[src/design/ajs_pkg.sv]
package ajs_pkg;

    // joint count and field widths
    localparam int N_JOINT   = 6;
    localparam int IDX_W     = 3;
    localparam int ANGLE_W   = 15;
    localparam int LEVEL_W   = 12;
    localparam int FILT_W    = 24;
    localparam int WEIGHT_W  = 9;
    localparam int RATIO_W   = 8;
    localparam int PULSE_W   = 16;
    localparam int DUTY_W    = 4;
    localparam int ADDR_W    = 3;
    localparam int SPEED_W   = 8;
    localparam int IN_DATA_W = 104;
    localparam int OUT_DATA_W = 32;

    // configuration register indexes
    localparam logic [2:0] REG_WEIGHT      = 3'd0;
    localparam logic [2:0] REG_RATIO_FIRST = 3'd1;

    // arithmetic constants
    localparam logic [WEIGHT_W-1:0] WEIGHT_ONE    = 9'd256;
    localparam logic [WEIGHT_W-1:0] WEIGHT_RESET  = 9'd205;
    localparam logic [FILT_W-1:0]   WRIST_LIMIT   = 24'd1474560;
    localparam logic [24:0]         Q1_SAT        = 25'd589824;
    localparam logic [20:0]         RECIP9        = 21'd1864135;
    localparam logic [3:0]          NINE          = 4'd9;
    localparam logic [PULSE_W-1:0]  PULSE_MAX     = 16'hFFFF;
    localparam logic [SPEED_W-1:0]  SPEED_NORM    = 8'd100;
    localparam logic [SPEED_W-1:0]  SPEED_FAST    = 8'd150;
    localparam logic [DUTY_W-1:0]   DUTY_BASE     = 4'd3;
    localparam logic [ADDR_W-1:0]   SERVO_ADDR    = 3'd0;

    // joint slots of pitch, roll, yaw and the wrist, and the last joint slot
    localparam logic [IDX_W-1:0] IDX_PITCH = 3'd0;
    localparam logic [IDX_W-1:0] IDX_ROLL  = 3'd1;
    localparam logic [IDX_W-1:0] IDX_YAW   = 3'd2;
    localparam logic [IDX_W-1:0] IDX_WRIST = 3'd5;
    localparam logic [IDX_W-1:0] IDX_LAST  = 3'd5;

    // motor address of each joint slot
    function automatic logic [ADDR_W-1:0] joint_addr(input logic [IDX_W-1:0] idx);
        logic [ADDR_W-1:0] a;
        case (idx)
            3'd0:    a = 3'd1;
            3'd1:    a = 3'd6;
            3'd2:    a = 3'd2;
            3'd3:    a = 3'd3;
            3'd4:    a = 3'd4;
            default: a = 3'd5;
        endcase
        return a;
    endfunction

    // gear ratio after reset
    function automatic logic [RATIO_W-1:0] reset_ratio(input logic [IDX_W-1:0] idx);
        logic [RATIO_W-1:0] r;
        case (idx)
            3'd0:    r = 8'd30;
            3'd1:    r = 8'd20;
            3'd4:    r = 8'd1;
            default: r = 8'd10;
        endcase
        return r;
    endfunction

    // controller to datapath commands
    typedef struct packed {
        logic             load_in;
        logic             mul_w;
        logic             filt;
        logic             mul_r;
        logic             scale;
        logic             recip;
        logic             emit_joint;
        logic             emit_servo;
        logic [IDX_W-1:0] idx;
    } ajs_cmd_t;

    // datapath to controller status
    typedef struct packed {
        logic out_free;
    } ajs_status_t;

endpackage

[src/design/ajs_ctrl.sv]
module ajs_ctrl (
    input  logic                aclk,
    input  logic                aresetn,
    input  logic                s_tvalid,
    output logic                s_tready,
    input  ajs_pkg::ajs_status_t status,
    output ajs_pkg::ajs_cmd_t    cmd
);
    import ajs_pkg::*;

    typedef enum logic [7:0] {
        ST_IDLE  = 8'b0000_0001,
        ST_MULW  = 8'b0000_0010,
        ST_FILT  = 8'b0000_0100,
        ST_MULR  = 8'b0000_1000,
        ST_SCALE = 8'b0001_0000,
        ST_RECIP = 8'b0010_0000,
        ST_EMIT  = 8'b0100_0000,
        ST_SERVO = 8'b1000_0000
    } state_t;

    state_t           state_reg, state_next;
    logic [IDX_W-1:0] idx_reg, idx_next;

    // state and joint counter
    always_ff @(posedge aclk) begin
        if (!aresetn) begin
            state_reg <= ST_IDLE;
            idx_reg   <= '0;
        end else begin
            state_reg <= state_next;
            idx_reg   <= idx_next;
        end
    end

    // next state and commands
    always_comb begin
        state_next     = state_reg;
        idx_next       = idx_reg;
        cmd            = '0;
        cmd.idx        = idx_reg;
        s_tready       = 1'b0;
        unique case (state_reg)
            ST_IDLE: begin
                s_tready    = 1'b1;
                cmd.load_in = s_tvalid;
                if (s_tvalid) begin
                    idx_next   = '0;
                    state_next = ST_MULW;
                end
            end
            ST_MULW: begin
                cmd.mul_w  = 1'b1;
                state_next = ST_FILT;
            end
            ST_FILT: begin
                cmd.filt   = 1'b1;
                state_next = ST_MULR;
            end
            ST_MULR: begin
                cmd.mul_r  = 1'b1;
                state_next = ST_SCALE;
            end
            ST_SCALE: begin
                cmd.scale  = 1'b1;
                state_next = ST_RECIP;
            end
            ST_RECIP: begin
                cmd.recip  = 1'b1;
                state_next = ST_EMIT;
            end
            ST_EMIT: begin
                if (status.out_free) begin
                    cmd.emit_joint = 1'b1;
                    if (idx_reg == IDX_LAST) begin
                        state_next = ST_SERVO;
                    end else begin
                        idx_next   = idx_reg + 3'd1;
                        state_next = ST_MULW;
                    end
                end
            end
            ST_SERVO: begin
                if (status.out_free) begin
                    cmd.emit_servo = 1'b1;
                    state_next     = ST_IDLE;
                end
            end
            default: begin
                state_next = ST_IDLE;
            end
        endcase
    end

endmodule

[src/design/ajs_dp.sv]
module ajs_dp (
    input  logic                              aclk,
    input  logic                              aresetn,
    input  logic [ajs_pkg::IN_DATA_W-1:0]     s_tdata,
    input  logic                              cfg_wr_en,
    input  logic [2:0]                        cfg_addr,
    input  logic [ajs_pkg::WEIGHT_W-1:0]      cfg_wr_data,
    input  ajs_pkg::ajs_cmd_t                 cmd,
    output ajs_pkg::ajs_status_t              status,
    output logic                              m_tvalid,
    input  logic                              m_tready,
    output logic [ajs_pkg::OUT_DATA_W-1:0]    m_tdata,
    output logic                              m_tlast
);
    import ajs_pkg::*;

    // configuration registers
    logic [WEIGHT_W-1:0] weight_reg;
    logic [RATIO_W-1:0]  ratio_reg [N_JOINT];

    // captured word and joint state
    logic signed [ANGLE_W-1:0] angle_reg [N_JOINT];
    logic [LEVEL_W-1:0]        level_reg;
    logic signed [FILT_W-1:0]  filt_reg [N_JOINT];

    // per-joint working registers
    logic signed [33:0]        p1_reg;
    logic signed [FILT_W-1:0]  f_reg;
    logic [31:0]               p2_reg;
    logic [19:0]               q1_reg;
    logic                      sat_reg;
    logic [PULSE_W-1:0]        est_reg;

    // output register
    logic                  out_valid_reg;
    logic [OUT_DATA_W-1:0] out_data_reg;
    logic                  out_last_reg;

    logic [WEIGHT_W-1:0]      w_eff;
    logic [WEIGHT_W-1:0]      w_rest;
    logic signed [24:0]       x_term;
    logic signed [26:0]       f_sum;
    logic signed [FILT_W-1:0] f_new;
    logic signed [24:0]       f_wide;
    logic [FILT_W-1:0]        mag_raw;
    logic [FILT_W-1:0]        mag;
    logic [34:0]              p2x5;
    logic [24:0]              q1_full;
    logic [40:0]              recip_prod;
    logic [20:0]              est_x9;
    logic [20:0]              rem;
    logic [PULSE_W-1:0]       pulse;
    logic                     f_pos;
    logic                     dir;
    logic [15:0]              level_x10;
    logic [DUTY_W-1:0]        duty;

    // configuration writes; unknown indexes are dropped
    always_ff @(posedge aclk) begin
        if (!aresetn) begin
            weight_reg <= WEIGHT_RESET;
            for (int k = 0; k < N_JOINT; k++) begin
                ratio_reg[k] <= reset_ratio(IDX_W'(k));
            end
        end else if (cfg_wr_en) begin
            if (cfg_addr == REG_WEIGHT) begin
                weight_reg <= cfg_wr_data;
            end
            for (int k = 0; k < N_JOINT; k++) begin
                if (cfg_addr == REG_RATIO_FIRST + 3'(k)) begin
                    ratio_reg[k] <= cfg_wr_data[RATIO_W-1:0];
                end
            end
        end
    end

    // filter weight, saturated to one
    assign w_eff  = (weight_reg > WEIGHT_ONE) ? WEIGHT_ONE : weight_reg;
    assign w_rest = WEIGHT_ONE - w_eff;

    // new filter value: x*(256-w) + floor(f_old*w/256), clamped to 24 bits
    assign x_term = 25'(angle_reg[cmd.idx]) * 25'($signed({1'b0, w_rest}));
    assign f_sum  = 27'(x_term) + 27'($signed(p1_reg[33:8]));
    always_comb begin
        if (f_sum > 27'sd8388607) begin
            f_new = 24'sh7FFFFF;
        end else if (f_sum < -27'sd8388608) begin
            f_new = 24'sh800000;
        end else begin
            f_new = f_sum[FILT_W-1:0];
        end
    end

    // magnitude, wrist limited
    assign f_wide  = 25'(f_reg);
    assign mag_raw = f_reg[FILT_W-1] ? FILT_W'(-f_wide) : FILT_W'(f_wide);
    assign mag     = (cmd.idx == IDX_WRIST && mag_raw > WRIST_LIMIT) ? WRIST_LIMIT : mag_raw;

    // scale by 5/1024, then divide by 9 through the reciprocal
    assign p2x5       = {1'b0, p2_reg, 2'b00} + 35'(p2_reg);
    assign q1_full    = p2x5[34:10];
    assign recip_prod = 41'(q1_reg) * 41'(RECIP9);
    assign est_x9     = {2'b00, est_reg, 3'b000} + 21'(est_reg);
    assign rem        = {1'b0, q1_reg} - est_x9;
    assign pulse      = sat_reg ? PULSE_MAX :
                        (rem >= 21'(NINE)) ? est_reg + 16'd1 : est_reg;

    // direction rule per joint
    assign f_pos = !f_reg[FILT_W-1] && (f_reg != '0);
    always_comb begin
        if (cmd.idx == IDX_PITCH) begin
            dir = 1'b1;
        end else if (cmd.idx == IDX_YAW) begin
            dir = f_pos;
        end else begin
            dir = !f_pos;
        end
    end

    // claw duty: floor(level*10/4096) + 3
    assign level_x10 = {1'b0, level_reg, 3'b000} + {3'b000, level_reg, 1'b0};
    assign duty      = level_x10[15:12] + DUTY_BASE;

    // datapath registers
    always_ff @(posedge aclk) begin
        if (!aresetn) begin
            for (int k = 0; k < N_JOINT; k++) begin
                filt_reg[k] <= '0;
            end
        end else if (cmd.filt) begin
            filt_reg[cmd.idx] <= f_new;
        end
    end

    always_ff @(posedge aclk) begin
        if (cmd.load_in) begin
            for (int k = 0; k < N_JOINT; k++) begin
                angle_reg[k] <= s_tdata[k*ANGLE_W +: ANGLE_W];
            end
            level_reg <= s_tdata[N_JOINT*ANGLE_W +: LEVEL_W];
        end
        if (cmd.mul_w) begin
            p1_reg <= 34'(filt_reg[cmd.idx]) * 34'($signed({1'b0, w_eff}));
        end
        if (cmd.filt) begin
            f_reg <= f_new;
        end
        if (cmd.mul_r) begin
            p2_reg <= 32'(mag) * 32'(ratio_reg[cmd.idx]);
        end
        if (cmd.scale) begin
            sat_reg <= (q1_full >= Q1_SAT);
            q1_reg  <= q1_full[19:0];
        end
        if (cmd.recip) begin
            est_reg <= recip_prod[39:24];
        end
    end

    // output register: a word waits here while the next is worked on
    always_ff @(posedge aclk) begin
        if (!aresetn) begin
            out_valid_reg <= 1'b0;
        end else if (cmd.emit_joint || cmd.emit_servo) begin
            out_valid_reg <= 1'b1;
        end else if (m_tready) begin
            out_valid_reg <= 1'b0;
        end
    end

    always_ff @(posedge aclk) begin
        if (cmd.emit_joint) begin
            out_data_reg <= {{DUTY_W{1'b0}}, pulse,
                             (cmd.idx == IDX_ROLL) ? SPEED_FAST : SPEED_NORM,
                             dir, joint_addr(cmd.idx)};
            out_last_reg <= 1'b0;
        end else if (cmd.emit_servo) begin
            out_data_reg <= {duty, {PULSE_W{1'b0}}, {SPEED_W{1'b0}}, 1'b0, SERVO_ADDR};
            out_last_reg <= 1'b1;
        end
    end

    assign status.out_free = !out_valid_reg || m_tready;
    assign m_tvalid        = out_valid_reg;
    assign m_tdata         = out_data_reg;
    assign m_tlast         = out_last_reg;

endmodule

[src/design/arm_joint_smoothing_stepper_cmd_top.sv]
// Channel   Dir  Handshake           Payload
// s_        in   s_tvalid/s_tready   s_tdata: six 15-bit angles, claw level
// m_        out  m_tvalid/m_tready   m_tdata: command fields, m_tlast: last
// cfg_      in   cfg_wr_en           cfg_addr, cfg_wr_data (no read-back)
//
// A packet is accepted, then each joint takes the weight, filter, ratio, scale,
// reciprocal and emit steps on the shared filter and pulse multipliers; the claw
// word goes last. A new packet is taken only once the claw word is registered.
// Reset (aresetn low, synchronous) clears the filter state and loads the
// register defaults. Output stalls hold the sequencer in either emit step.
module arm_joint_smoothing_stepper_cmd_top (
    input  logic                             aclk,
    input  logic                             aresetn,
    input  logic                             s_tvalid,
    output logic                             s_tready,
    // [14:0] upper_pitch, [29:15] upper_roll, [44:30] upper_yaw,
    // [59:45] fore_roll, [74:60] fore_yaw, [89:75] hand_roll, [101:90] claw_level
    input  logic [ajs_pkg::IN_DATA_W-1:0]    s_tdata,
    output logic                             m_tvalid,
    input  logic                             m_tready,
    // [2:0] joint_address, [3] direction, [11:4] speed, [27:12] pulse_count,
    // [31:28] servo_duty
    output logic [ajs_pkg::OUT_DATA_W-1:0]   m_tdata,
    output logic                             m_tlast,
    input  logic                             cfg_wr_en,
    input  logic [2:0]                       cfg_addr,
    input  logic [ajs_pkg::WEIGHT_W-1:0]     cfg_wr_data
);
    import ajs_pkg::*;

    ajs_cmd_t    cmd;
    ajs_status_t status;

    ajs_ctrl u_ctrl (
        .aclk     (aclk),
        .aresetn  (aresetn),
        .s_tvalid (s_tvalid),
        .s_tready (s_tready),
        .status   (status),
        .cmd      (cmd)
    );

    ajs_dp u_dp (
        .aclk        (aclk),
        .aresetn     (aresetn),
        .s_tdata     (s_tdata),
        .cfg_wr_en   (cfg_wr_en),
        .cfg_addr    (cfg_addr),
        .cfg_wr_data (cfg_wr_data),
        .cmd         (cmd),
        .status      (status),
        .m_tvalid    (m_tvalid),
        .m_tready    (m_tready),
        .m_tdata     (m_tdata),
        .m_tlast     (m_tlast)
    );

endmodule

[config.mk]
export PLATFORM = sky130hd
export DESIGN_NAME = arm_joint_smoothing_stepper_cmd_top
export DESIGN_NICKNAME = d
export VERILOG_FILES = /design/src/design/ajs_pkg.sv /design/src/design/ajs_ctrl.sv /design/src/design/ajs_dp.sv /design/src/design/arm_joint_smoothing_stepper_cmd_top.sv
export SDC_FILE = /design/constraint.sdc
export NUM_CORES = 2
export LEC_CHECK = 0
export ABC_AREA = 1
export BUFFER_PORTS_ARGS = -buffer_cell sky130_fd_sc_hd__buf_2
export CORE_MARGIN = 4
export CORE_UTILIZATION = 39
export DETAILED_ROUTE_END_ITERATION = 8
export PLACE_DENSITY = 0.53
export SLEW_MARGIN = 15
export SYNTH_ARGS = -nofsm -noshare
export SYNTH_HDL_FRONTEND = slang
export SYNTH_SLANG_ARGS = --single-unit
[constraint.sdc]
create_clock -name aclk -period 7.35 [get_ports aclk]
set_input_delay 1.47 -clock aclk [delete_from_list [all_inputs] [get_ports aclk]]
set_output_delay 1.47 -clock aclk [all_outputs]
set_load 0.01 [all_outputs]
==> results.py <==
metrics = {
    "global_routing": {
        "grt_pass1_wl_um": 231000,
        "grt_max_degree": 118,
        "antenna_found_initial": 2,
        "grt_usage": 0.213,
        "grt_overflow": 0,
        "grt_pass1_vias": 42000,
    },
    "critical_path": {
        "crit_top_cell": "inv_1",
        "path_class": "flip-flop to flip-flop",
        "cp.arrival_ps": 7310,
        "reg2reg_depth": 32,
        "slowest_delay_ps": 540,
        "rr_endpoint": "u_dp.filt_reg[7][8]",
        "endpoint_kind": "flip-flop",
        "rrSetupSlack_ps": 410,
        "critPathMaxFanout": 20,
        "crit_end": "u_dp.filt_reg[7][8]",
        "cp.required_ps": 7710,
        "crit_slowest_cell": "fa_1",
        "worstSetupStartpointType": "flip-flop",
    },
    "logic_synthesis": {
        "synth_largest_area_cell": "edfxtp_1",
        "synth_area_mm2": 0.0516,
        "ys_ff_latch": 513,
        "yosys_most_used_dff": "edfxtp_1",
        "ys_seq_area_frac": 0.293,
        "yosysWarnings": 0,
        "ys_async_sr_fraction": 0,
        "ys_types": 56,
        "synth-edff-count": 484,
        "syn_inst": 5988,
        "syn_avg_cell_area_um2": 8.61,
        "synth_top_cell_area_share": 0.282,
        "yosys-top-cells-area": "edfxtp_1 28%, fa_1 22%, ha_1 10%",
    },
    "hold_path": {
        "hold_path_class": "flip-flop to flip-flop",
    },
    "place": {
        "pre_cts_slack_ps": 83.6,
        "portBuffers": 151,
        "gp_congestion": 0.911,
        "dp_hpwl_um": 115000,
    },
    "clock_network": {
        "cts_tree": "yes",
        "root_buffer": "clkbuf_16",
        "clk_latency_ps": 630,
        "h-tree-depth": 2,
        "clk_pin_slew_ps": 60,
        "numCtsBuffers": 56,
        "clock_path_buffers": 3,
        "cts_hold_buf": 0,
        "clock-sinks": 513,
    },
    "timing": {
        "tns_ps": 0,
        "fmax_mhz": 144,
        "post-route-period-util": 0.944,
        "slew_headroom": 0.158,
        "tightest_slew_ps": 1250,
        "skew_ps": 46.9,
        "setup_viol": 0,
        "fin_ws_ps": 409,
        "finalHoldViolCount": 0,
        "slew_violations": 0,
        "period_needed_ps": 6940,
    },
    "drt": {
        "drt-initial-drc-count": 2324,
        "top_layer_used": "met4",
        "ant_nets": 0,
        "wl_met3_um": 6180,
        "wl_met1_um": 60900,
        "dr_total_vias": 40600,
        "wl_um": 145000,
        "routed_via_density": 5.06,
        "wl_per_cell_um": 18.1,
        "firstDrtPassIters": 6,
        "remaining_drc_errors": 0,
        "route.met2.wl_um": 74600,
    },
    "floorplan": {
        "initial_utilization": 0.392,
        "ios": 156,
        "fp.coreArea_mm2": 0.131,
        "rows": 133,
        "die_y_um": 372,
        "die-area_mm2": 0.138,
        "die_x_um": 372,
    },
    "status": {
        "status": "finished clean",
    },
    "final_layout": {
        "diodes": 0,
        "nets": 7341,
        "largest_reg_flops": 192,
        "drive_gt1_frac": 0.0841,
        "area_growth_pct": 11.7,
    },
    "flow_run": {
        "cap_violations": 0,
    },
}
worst min path at each step:
stage                       start                  to  slack [ps]  cells past startpoint
3_5_place_dp         u_dp.m_tlast        u_dp.m_tlast         460                      2
6_report             u_dp.m_tlast        u_dp.m_tlast         470                      2
5_1_grt              u_dp.m_tlast        u_dp.m_tlast         510                      2
4_1_cts              u_dp.m_tlast        u_dp.m_tlast         480                      2
3_3_place_gp         u_dp.m_tlast        u_dp.m_tlast         450                      2
2_1_floorplan  u_dp.weight_reg[2]  u_dp.weight_reg[2]         470                      2
worst max-delay path: cells and delay by family, from the launching register on:
kind | cells | cell delay (ps)
adders and majority gates | 6 | 2930
buffers and inverters | 12 | 1340
and+or+nand+nor | 11 | 1340
AOI/OAI and AO/OA | 3 | 630
DFF | 1 | 390
cell usage after synthesis (3+ instances only):
library cell / count
a211oi_1: 8
a21boi_0: 15
a21o_1: 23
a21oi_1: 300
a221oi_1: 3
a31oi_1: 22
a32o_1: 48
buf_1: 14
buf_2: 21
buf_4: 13
buf_6: 8
clkbuf_1: 100
clkinv_1: 6
dfxtp_1: 29
edfxtp_1: 484
fa_1: 560
ha_1: 422
inv_1: 1136
inv_2: 10
nand2_1: 1233
nand2_2: 6
nand3_1: 252
nand3b_1: 9
nand4_1: 64
nor2_1: 713
nor2_2: 7
nor3_1: 48
nor4_1: 14
o211ai_1: 13
o21a_1: 16
o21ai_0: 162
o21ai_1: 10
o21bai_1: 10
o221ai_1: 20
or2_2: 7
xnor2_1: 53
xor2_1: 103
layer usage:
layer  GRT usage  up-vias
met1       0.269    19900
met2       0.390      960
met4      0.0512        0
li1            -    19600
met3      0.0196      197
met5           0        -
layout make-up:
cell class / count / area [um^2]
clock buffers: 76 / 1610
clock inverters: 25 / 256
fillers: 13200 / 73900
inverters: 1152 / 4340
multi-input cells: 4168 / 31600
flip-flops and latches: 513 / 15100
well taps: 1755 / 2200
repair buffers: 345 / 2440
repair inverters: 2 / 15.0
cell usage in the layout, fill, tap and decap left out, drive strengths merged, types with 7 or more instances in the layout:
cell    synthesis  layout
a31oi          22      22
nand4          65      65
nand3b          9       9
edfxtp        484     484
o221ai         20      20
nor2          722     722
a21oi         300     300
ha            422     422
a32o           48      48
nor3           48      48
o21ai         174     174
nand2        1239    1239
fa            560     560
inv          1146    1148
nand3         254     254
a211oi          8       8
a21o           23      23
clkinv          6      23
o21bai         11      11
or2             7       7
xor2          104     104
o21a           16      16
o211ai         13      13
buf            56     342
xnor2          53      53
dfxtp          29      29
clkbuf        100      79
a21boi         15      15
nor4           14      14
kinds of logic after synthesis:
kind of cell | Yosys count | share of synthesized area
compound gates | 663 | 0.0764
xor+xnor | 157 | 0.0268
fa+ha+maj | 982 | 0.320
buf+inv | 1308 | 0.0978
flops | 513 | 0.293
other cells | 1 | 0.0000727
simple gates | 2364 | 0.186
stage by stage:
stage	cells	hold WS [ps]	instance area, um^2	utilization
global placement	7922	450	55400	0.421
floorplan	5989	468	51600	-
finish	8036	467	57600	0.438
global route	8036	507	57600	0.438
CTS	8023	475	57300	0.436
detailed placement	7922	461	55400	0.421
timing repair:
action                                  CTS  global route
gates resized for setup                   0            53
endpoints found under the setup margin    0           218
buffers inserted                          0             8
Power is not shown: default switching activity piles up to over one toggle a cycle in this logic, so the estimate is an artifact.
